<file path="config.mk">
export PLATFORM = sky130hd
export DESIGN_NAME = lru_key_cache_unit
export DESIGN_NICKNAME = d
export VERILOG_FILES = /design/src/rtl/lkc_pkg.sv /design/src/rtl/lkc_cell.sv /design/src/rtl/lru_key_cache_unit.sv
export SDC_FILE = /design/constraint.sdc
export NUM_CORES = 1
export LEC_CHECK = 0
export BUFFER_PORTS_ARGS = -buffer_cell sky130_fd_sc_hd__buf_4
export CELL_PAD_IN_SITES_DETAIL_PLACEMENT = 0
export CELL_PAD_IN_SITES_GLOBAL_PLACEMENT = 2
export CORE_AREA = 2 2 271 273
export CTS_BUF_LIST = sky130_fd_sc_hd__clkbuf_4
export CTS_CLUSTER_DIAMETER = 30
export DETAILED_ROUTE_END_ITERATION = 16
export DIE_AREA = 0 0 273 275
export PLACE_DENSITY_LB_ADDON = 0.1
export SLEW_MARGIN = 20
export SYNTH_ARGS = -nofsm -noshare
export SYNTH_HDL_FRONTEND = slang
export SYNTH_HIERARCHICAL = 1
export SYNTH_SLANG_ARGS = --single-unit
</file>
<file path="constraint.sdc">
create_clock -name clock -period 6.3 [get_ports clock]
set_input_delay 1.575 -clock clock [delete_from_list [all_inputs] [get_ports clock]]
set_output_delay 1.575 -clock clock [all_outputs]
set_load 0.03 [all_outputs]
</file>
<file path="src/rtl/lkc_pkg.sv">
// Shared types and fixed field widths for the LRU key cache.
package lkc_pkg;

   localparam int KeyW     = 64;
   localparam int RankW    = 3;
   localparam int OccW     = 4;
   localparam int CapW     = 4;
   localparam int CapReset = 5;

   // per-cell control from the top level
   typedef struct packed {
      logic step;   // access beat accepted this cycle
      logic valid;  // cell position is below the fill count
      logic last;   // cell holds the least recent valid entry
   } cell_ctrl_type;

endpackage

</file>
<file path="src/rtl/lkc_cell.sv">
// One recency slot: holds a key, compares it, and takes its younger neighbor's key.
module lkc_cell #(
   parameter int KEY_BITS = 64
) (
   input  logic                  clock,
   input  lkc_pkg::cell_ctrl_type ctrl,
   input  logic [KEY_BITS-1:0]   search_key,
   input  logic [KEY_BITS-1:0]   prev_key,
   input  logic                  found_in,
   output logic                  found_out,
   output logic                  first_hit,
   output logic [KEY_BITS-1:0]   key_out,
   output logic [KEY_BITS-1:0]   evict_key
);
   import lkc_pkg::*;

   logic [KEY_BITS-1:0] key_ff;
   logic [KEY_BITS-1:0] key_in;
   logic                match;

   assign match     = ctrl.valid && (key_ff == search_key);
   assign first_hit = match && !found_in;
   assign found_out = found_in || match;
   assign key_out   = key_ff;
   assign evict_key = ctrl.last ? key_ff : '0;

   // cells up to and including the first match (every cell on a miss) move down one place
   always_comb begin
      key_in = key_ff;
      if (ctrl.step && !found_in) begin
         key_in = prev_key;
      end
   end

   always_ff @(posedge clock) begin
      key_ff <= key_in;
   end

endmodule

</file>
<file path="src/rtl/lru_key_cache_unit.sv">
// Fully associative LRU key cache built from a chain of recency cells.
// The result strobe rises in the cycle after the access beat is taken.
// Throughput: one access per cycle; busy never rises.
// Reset (synchronous, active high): cache empty, capacity min(5, ENTRIES), no result pending.
// The receiver cannot stall; results are never held back.
// Capacity writes are taken only while the cache is empty.
module lru_key_cache_unit #(
   parameter int ENTRIES  = 8,
   parameter int KEY_BITS = 64
) (
   input  logic                        clock,
   input  logic                        reset,
   input  logic                        start,
   output logic                        busy,
   input  logic [lkc_pkg::KeyW-1:0]    req_key,
   output logic                        rsp_valid,
   output logic                        rsp_hit,
   output logic [lkc_pkg::RankW-1:0]   rsp_hit_rank,
   output logic                        rsp_evicted,
   output logic [lkc_pkg::KeyW-1:0]    rsp_evicted_key,
   output logic [lkc_pkg::OccW-1:0]    rsp_occupancy,
   input  logic                        csr_valid,
   output logic                        csr_ready,
   input  logic [lkc_pkg::CapW-1:0]    csr_wdata
);
   import lkc_pkg::*;

   localparam int CW  = $clog2(ENTRIES + 1);
   localparam int IW  = $clog2(ENTRIES);
   localparam int CapInit = (CapReset > ENTRIES) ? ENTRIES : CapReset;

   logic [CW-1:0]       count_ff, count_in;
   logic [CW-1:0]       cap_ff, cap_in;
   logic                valid_ff;
   logic                hit_ff, evicted_ff;
   logic [RankW-1:0]    rank_ff;
   logic [KeyW-1:0]     evkey_ff;
   logic [OccW-1:0]     occ_ff;

   logic                accept;
   logic [KEY_BITS-1:0] skey;
   cell_ctrl_type       ctrl [ENTRIES];
   logic [ENTRIES:0]    found;
   logic [ENTRIES-1:0]  first_hit;
   logic [KEY_BITS-1:0] keys [ENTRIES];
   logic [KEY_BITS-1:0] evk  [ENTRIES];
   logic [KEY_BITS-1:0] evict_or;
   logic [IW+2:0]       pos;
   logic                hit;
   logic                evict;
   logic [CW-1:0]       cnt_a;

   assign accept    = start && !busy;
   assign busy      = 1'b0;
   assign csr_ready = 1'b1;
   assign skey      = req_key[KEY_BITS-1:0];
   assign found[0]  = 1'b0;

   genvar g;
   generate
      for (g = 0; g < ENTRIES; g++) begin : g_cell
         assign ctrl[g].step  = accept;
         assign ctrl[g].valid = CW'(g) < count_ff;
         assign ctrl[g].last  = (CW'(g + 1) == count_ff);

         lkc_cell #(.KEY_BITS(KEY_BITS)) u_cell (
            .clock      (clock),
            .ctrl       (ctrl[g]),
            .search_key (skey),
            .prev_key   ((g == 0) ? skey : keys[(g == 0) ? 0 : g - 1]),
            .found_in   (found[g]),
            .found_out  (found[g+1]),
            .first_hit  (first_hit[g]),
            .key_out    (keys[g]),
            .evict_key  (evk[g])
         );
      end
   endgenerate

   assign hit = found[ENTRIES];

   // encode the single first-match position and collect the tail key
   always_comb begin
      pos      = '0;
      evict_or = '0;
      for (int i = 0; i < ENTRIES; i++) begin
         if (first_hit[i]) begin
            pos = pos | (IW+3)'(i);
         end
         evict_or = evict_or | evk[i];
      end
   end

   assign evict = !hit && (count_ff >= cap_ff) && (count_ff != '0);

   always_comb begin
      cnt_a    = evict ? count_ff - CW'(1) : count_ff;
      if (cnt_a >= CW'(ENTRIES)) begin
         cnt_a = CW'(ENTRIES - 1);
      end
      count_in = count_ff;
      if (accept && !hit) begin
         count_in = cnt_a + CW'(1);
      end
   end

   always_comb begin
      cap_in = cap_ff;
      if (csr_valid && csr_ready && (count_ff == '0)) begin
         if (csr_wdata == '0) begin
            cap_in = CW'(1);
         end else if (32'(csr_wdata) > ENTRIES) begin
            cap_in = CW'(ENTRIES);
         end else begin
            cap_in = CW'(csr_wdata);
         end
      end
   end

   always_ff @(posedge clock) begin
      if (reset) begin
         count_ff <= '0;
         cap_ff   <= CW'(CapInit);
         valid_ff <= 1'b0;
      end else begin
         count_ff <= count_in;
         cap_ff   <= cap_in;
         valid_ff <= accept;
      end
   end

   always_ff @(posedge clock) begin
      if (accept) begin
         hit_ff     <= hit;
         rank_ff    <= pos[RankW-1:0];
         evicted_ff <= evict;
         evkey_ff   <= evict ? KeyW'(evict_or) : '0;
         occ_ff     <= OccW'(count_in);
      end
   end

   assign rsp_valid       = valid_ff;
   assign rsp_hit         = hit_ff;
   assign rsp_hit_rank    = rank_ff;
   assign rsp_evicted     = evicted_ff;
   assign rsp_evicted_key = evkey_ff;
   assign rsp_occupancy   = occ_ff;

endmodule

</file>
; ---- After elaboration in Yosys (flattened, before gate mapping)
; Cells that the tools add are included.
[word_totals]
ff_bits = 594
in_bits = 72
output_inout_bits = 76
[op_classes]
addsub = 2
order_cmp = 11
n_eq_ne = 16
muxes = 18
bitwise = 7
reduce_logical = 46
[ops]
columns = cell, n
row1 = $eq 64x64->1, 8
row2 = $mux 64, 8
row3 = $or 64x64->64, 7
row4 = $logic_and 1x1->1, 26
row5 = $mux 4, 5
row6 = $eq 3x4->1 const A, 4
row7 = $lt 3x4->1 const A, 4
row8 = $eq 2x4->1 const A, 2
row9 = $logic_not 1->1, 8
row10 = $logic_not 4->1, 2
row11 = $lt 1x4->1 const A, 2
row12 = $lt 2x4->1 const A, 2
row13 = $logic_or 1x1->1, 7
row14 = $mux 3, 2
row15 = $add 4x1->4 const B, 1
row16 = $eq 1x4->1 const A, 1
row17 = $eq 4x4->1 const A, 1
row18 = $ge 4x4->1, 1
row19 = $ge 4x4->1 const B, 1
row20 = $gt 4x4->1 const B, 1
row21 = $mux 2, 2
row22 = $reduce_bool 4->1, 1
row23 = $reduce_or 4->1, 1
row24 = $sub 4x1->4 const B, 1
row25 = 2 further kinds, 2

; ---- Depth between registers and ports, before layout
[logic_depth]
ltp_word = 17
ltp_mapped = 24

; ---- Hierarchy
; The synthesis kept the hierarchy.
[modules_own_cells]
columns = module, n_inst, cells_each, area_each_um2
row1 = lkc_cell, 8, 240, 3139.3
row2 = lru_key_cache_unit, 1, 383, 4205.3

; ---- Worst setup path after synthesis
; No wires, ideal clock.
[synth_path]
path_type = in2reg
startpoint = input port req_key[24] (netlist bit)
endpoint = register g_cell[7].u_cell.key_ff[0], enable pin
setup_time_ps = 493
arrival_ps = 6213
setup_slack_ps = -406
stages = 12
n_path_buf = 0
path_cell_list = or2b_1 > o2111ai_1 > nor4_1 > nand4_1 > o21bai_1 > o21bai_1 > o21bai_1 > o21bai_1 > o21bai_1 > o21bai_1 > o21bai_1 > nor2b_1
[synth_between]
elab_chain_len = 10
[synth_rtl]
columns = element, line
row1 = start: declaration, lru_key_cache_unit.sv:15  ; input logic [lkc_pkg::KeyW-1:0] req_key,
row2 = $eq 64x64->1, lkc_cell.sv:21  ; assign match = ctrl.valid && (key_ff == search_key);
row3 = $logic_and 1x1->1, lkc_cell.sv:21
row4 = net found[1], lru_key_cache_unit.sv:43  ; logic [ENTRIES:0] found;
row5 = $logic_or 1x1->1, lkc_cell.sv:23  ; assign found_out = found_in || match;
row6 = net found[2], lru_key_cache_unit.sv:43
row7 = $logic_or 1x1->1, lkc_cell.sv:23
row8 = net found[3], lru_key_cache_unit.sv:43
row9 = $logic_or 1x1->1, lkc_cell.sv:23
row10 = net found[4], lru_key_cache_unit.sv:43
row11 = $logic_or 1x1->1, lkc_cell.sv:23
row12 = net found[5], lru_key_cache_unit.sv:43
row13 = $logic_or 1x1->1, lkc_cell.sv:23
row14 = net found[6], lru_key_cache_unit.sv:43
row15 = $logic_or 1x1->1, lkc_cell.sv:23
row16 = net found[7], lru_key_cache_unit.sv:43
row17 = $logic_not 1->1, lkc_cell.sv:30  ; if (ctrl.step && !found_in) begin
row18 = $logic_and 1x1->1, lkc_cell.sv:30
row19 = end signal: assignment, lkc_cell.sv:36  ; key_ff <= key_in;
row20 = end: declaration, lkc_cell.sv:17  ; logic [KEY_BITS-1:0] key_ff;
; The timed path passes the listed nets, and every way through them passes these cells.
; A chain may end at the register's enable or synchronous reset.

==> impl_metrics.py <==
metrics = {
    "run_status": {
        "outcome": "finished clean",
    },
    "placement": {
        "hpwl_um": 61300,
        "pre_cts_slack_ns": -0.0782,
        "gp_congestion": 0.876,
        "port-buffer-count": 145,
    },
    "cts": {
        "cts_sinks": 594,
        "ctsHoldBuffers": 0,
        "clock_path_buffers": 3,
        "post_cts_resized": 0,
        "cts_max_level": 4,
        "postCtsSetupBuffers": 0,
        "root_buffer": "clkbuf_4",
        "clk_pin_slew_worst_paths_ns": 0.06,
        "cts_tree": "done",
        "clock_latency_ns": 1.01,
        "cts_buffers": 182,
    },
    "worst_hold_path": {
        "hp-class": "register to register",
        "min_from": "g_cell[1].u_cell/key_out[12]$_DFFE_PP_",
    },
    "global_routing": {
        "grt_max_degree": 68,
        "antenna_found_initial": 4,
        "grt_pass1_vias": 20800,
        "overflow": 0,
        "grt_usage_pct": 25.1,
        "grt_pass1_wl_um": 138000,
    },
    "routing": {
        "ant_nets": 0,
        "drtIter0Drc": 1821,
        "dr.pass1.iters": 5,
        "remaining_drc_errors": 0,
        "wl_um": 94500,
        "wire_per_inst_um": 25.3,
        "vias": 20100,
        "via_per_inst": 5.38,
    },
    "synth": {
        "syn_avg_cell_area_sq_um": 12.7,
        "netlist_area_sq_um": 29300,
        "ys_warn_count": 6,
        "synthCells": 2302,
    },
    "sta": {
        "finalSetupTns_ns": 0,
        "rsz0062_at_grt": "no",
        "fmax_ghz": 0.188,
        "maxSlewHeadroom_pct": 31.2,
        "slew_violations": 0,
        "worst-slew-pin-transition_ns": 1.03,
        "skew_ns": 0.0581,
        "finalSetupViolCount": 0,
        "hold_viol": 0,
        "fin_crit_sh_pct": 84.6,
        "setup_slack_ns": 0.972,
        "finalCriticalPeriod_ns": 5.33,
    },
    "setup_path": {
        "end_kind": "register",
        "crit_arrival_ns": 6.08,
        "start_kind": "register",
        "startpoint": "count_ff[1]$_SDFF_PP0_",
        "crit_type": "register to register",
        "cp.required_ns": 7.06,
        "cp_max_fo": 9,
        "r2r-start": "count_ff[1]$_SDFF_PP0_",
    },
    "final_layout": {
        "drive_gt1_share_pct": 20.2,
        "syn_to_final_growth_pct": 17.1,
        "n_fill_cell": 6720,
        "finalNetCount": 2703,
        "final_cell_mix": "edfxtp_1 (585), and2_1 (513), xnor2_1 (394)",
        "final_common_cell": "edfxtp_1",
    },
    "floorplan": {
        "fp-row-count": 99,
        "core_area_sq_um": 72300,
        "die_h_um": 275,
        "die-area_sq_um": 75100,
        "io_pins": 148,
        "die_x_um": 273,
        "initial_core_util_pct": 40.5,
    },
    "pwr": {
        "power_density_nw_per_um2": 272,
        "p_leak_uw": 0.0121,
        "peakVddDrop_mv": 0.138,
    },
    "job": {
        "max_cap_violations": 0,
    },
}
## metal layers
metal,global-route usage [%],share of wire (%)
met1,34.7,45
met5,0,0.028
met4,8.25,2.2
met3,5.06,5.9
met2,39.8,46
## state kept, by name, summed over array words and instances (netlist names)
signal and flops:
g_cell.u_cell/key_out 512, rsp_hit 1, rsp_occupancy 4, count_ff 4, rsp_hit_rank 3, rsp_evicted 1
rsp_evicted_key 64, cap_ff 4, rsp_valid 1
## path summary, 6_finish.rpt
kind                                                               end  slack (ns)  cells past startpoint
worst max-delay path                        rsp_occupancy[2]$_DFFE_PP_        0.97                     22
worst min register to register  g_cell[2].u_cell/key_out[12]$_DFFE_PP_        0.47                      0
worst min-delay path            g_cell[2].u_cell/key_out[12]$_DFFE_PP_        0.47                      0
worst max register to register              rsp_occupancy[2]$_DFFE_PP_        0.97                     22
## metrics by stage
stage	util (%)	area, sq um	std cells	power (uW)	hold slack (ns)
2_1_floorplan	-	29300	2304	5150	0.436
3_3_place_gp	44.1	31900	3395	5550	0.455
3_5_place_dp	44.1	31900	3396	5550	0.460
4_1_cts	47.4	34300	3737	9470	0.457
5_1_grt	47.4	34300	3739	9750	0.467
6_report	47.4	34300	3740	9330	0.467
## worst max-delay path, cell delays in order, from the launching register on
cell and delay [ns]:
dfxtp_1 0.57, inv_1 0.22, ha_1 0.36, o21ai_0 0.40, o2111ai_1 0.33, a2111oi_2 0.32, nand4_1 0.18, o21bai_1 0.23
o21bai_1 0.15, o21bai_1 0.15, o21bai_1 0.17, o21bai_1 0.16, o21bai_1 0.24, o21bai_1 0.27, inv_1 0.16, nand3_4 0.12
mux2_4 0.32, nand2_1 0.07, ha_1 0.17, nand2_1 0.08, o21ai_0 0.19, o2bb2ai_1 0.16, nor2_1 0.06
## power breakdown
| group | total, uW | internal, uW | switching, uW |
|---|---|---|---|
| logic | 822 | 311 | 511 |
| clock network | 3870 | 2030 | 1840 |
| registers | 4640 | 4510 | 128 |
## area by class of cell
type                    count  area [sq um]  area share, %
flip-flops and latches    594         17700           51.7
multi-input cells        1536         11000           32.0
clock buffers             262          1970           5.73
repair buffers            195          1560           4.54
well taps                 959          1200           3.50
clock inverters            79           428           1.25
inverters                 112           420           1.22
diodes                      3          7.51         0.0219
No activity file was read; power rests on OpenSTA's default activity.
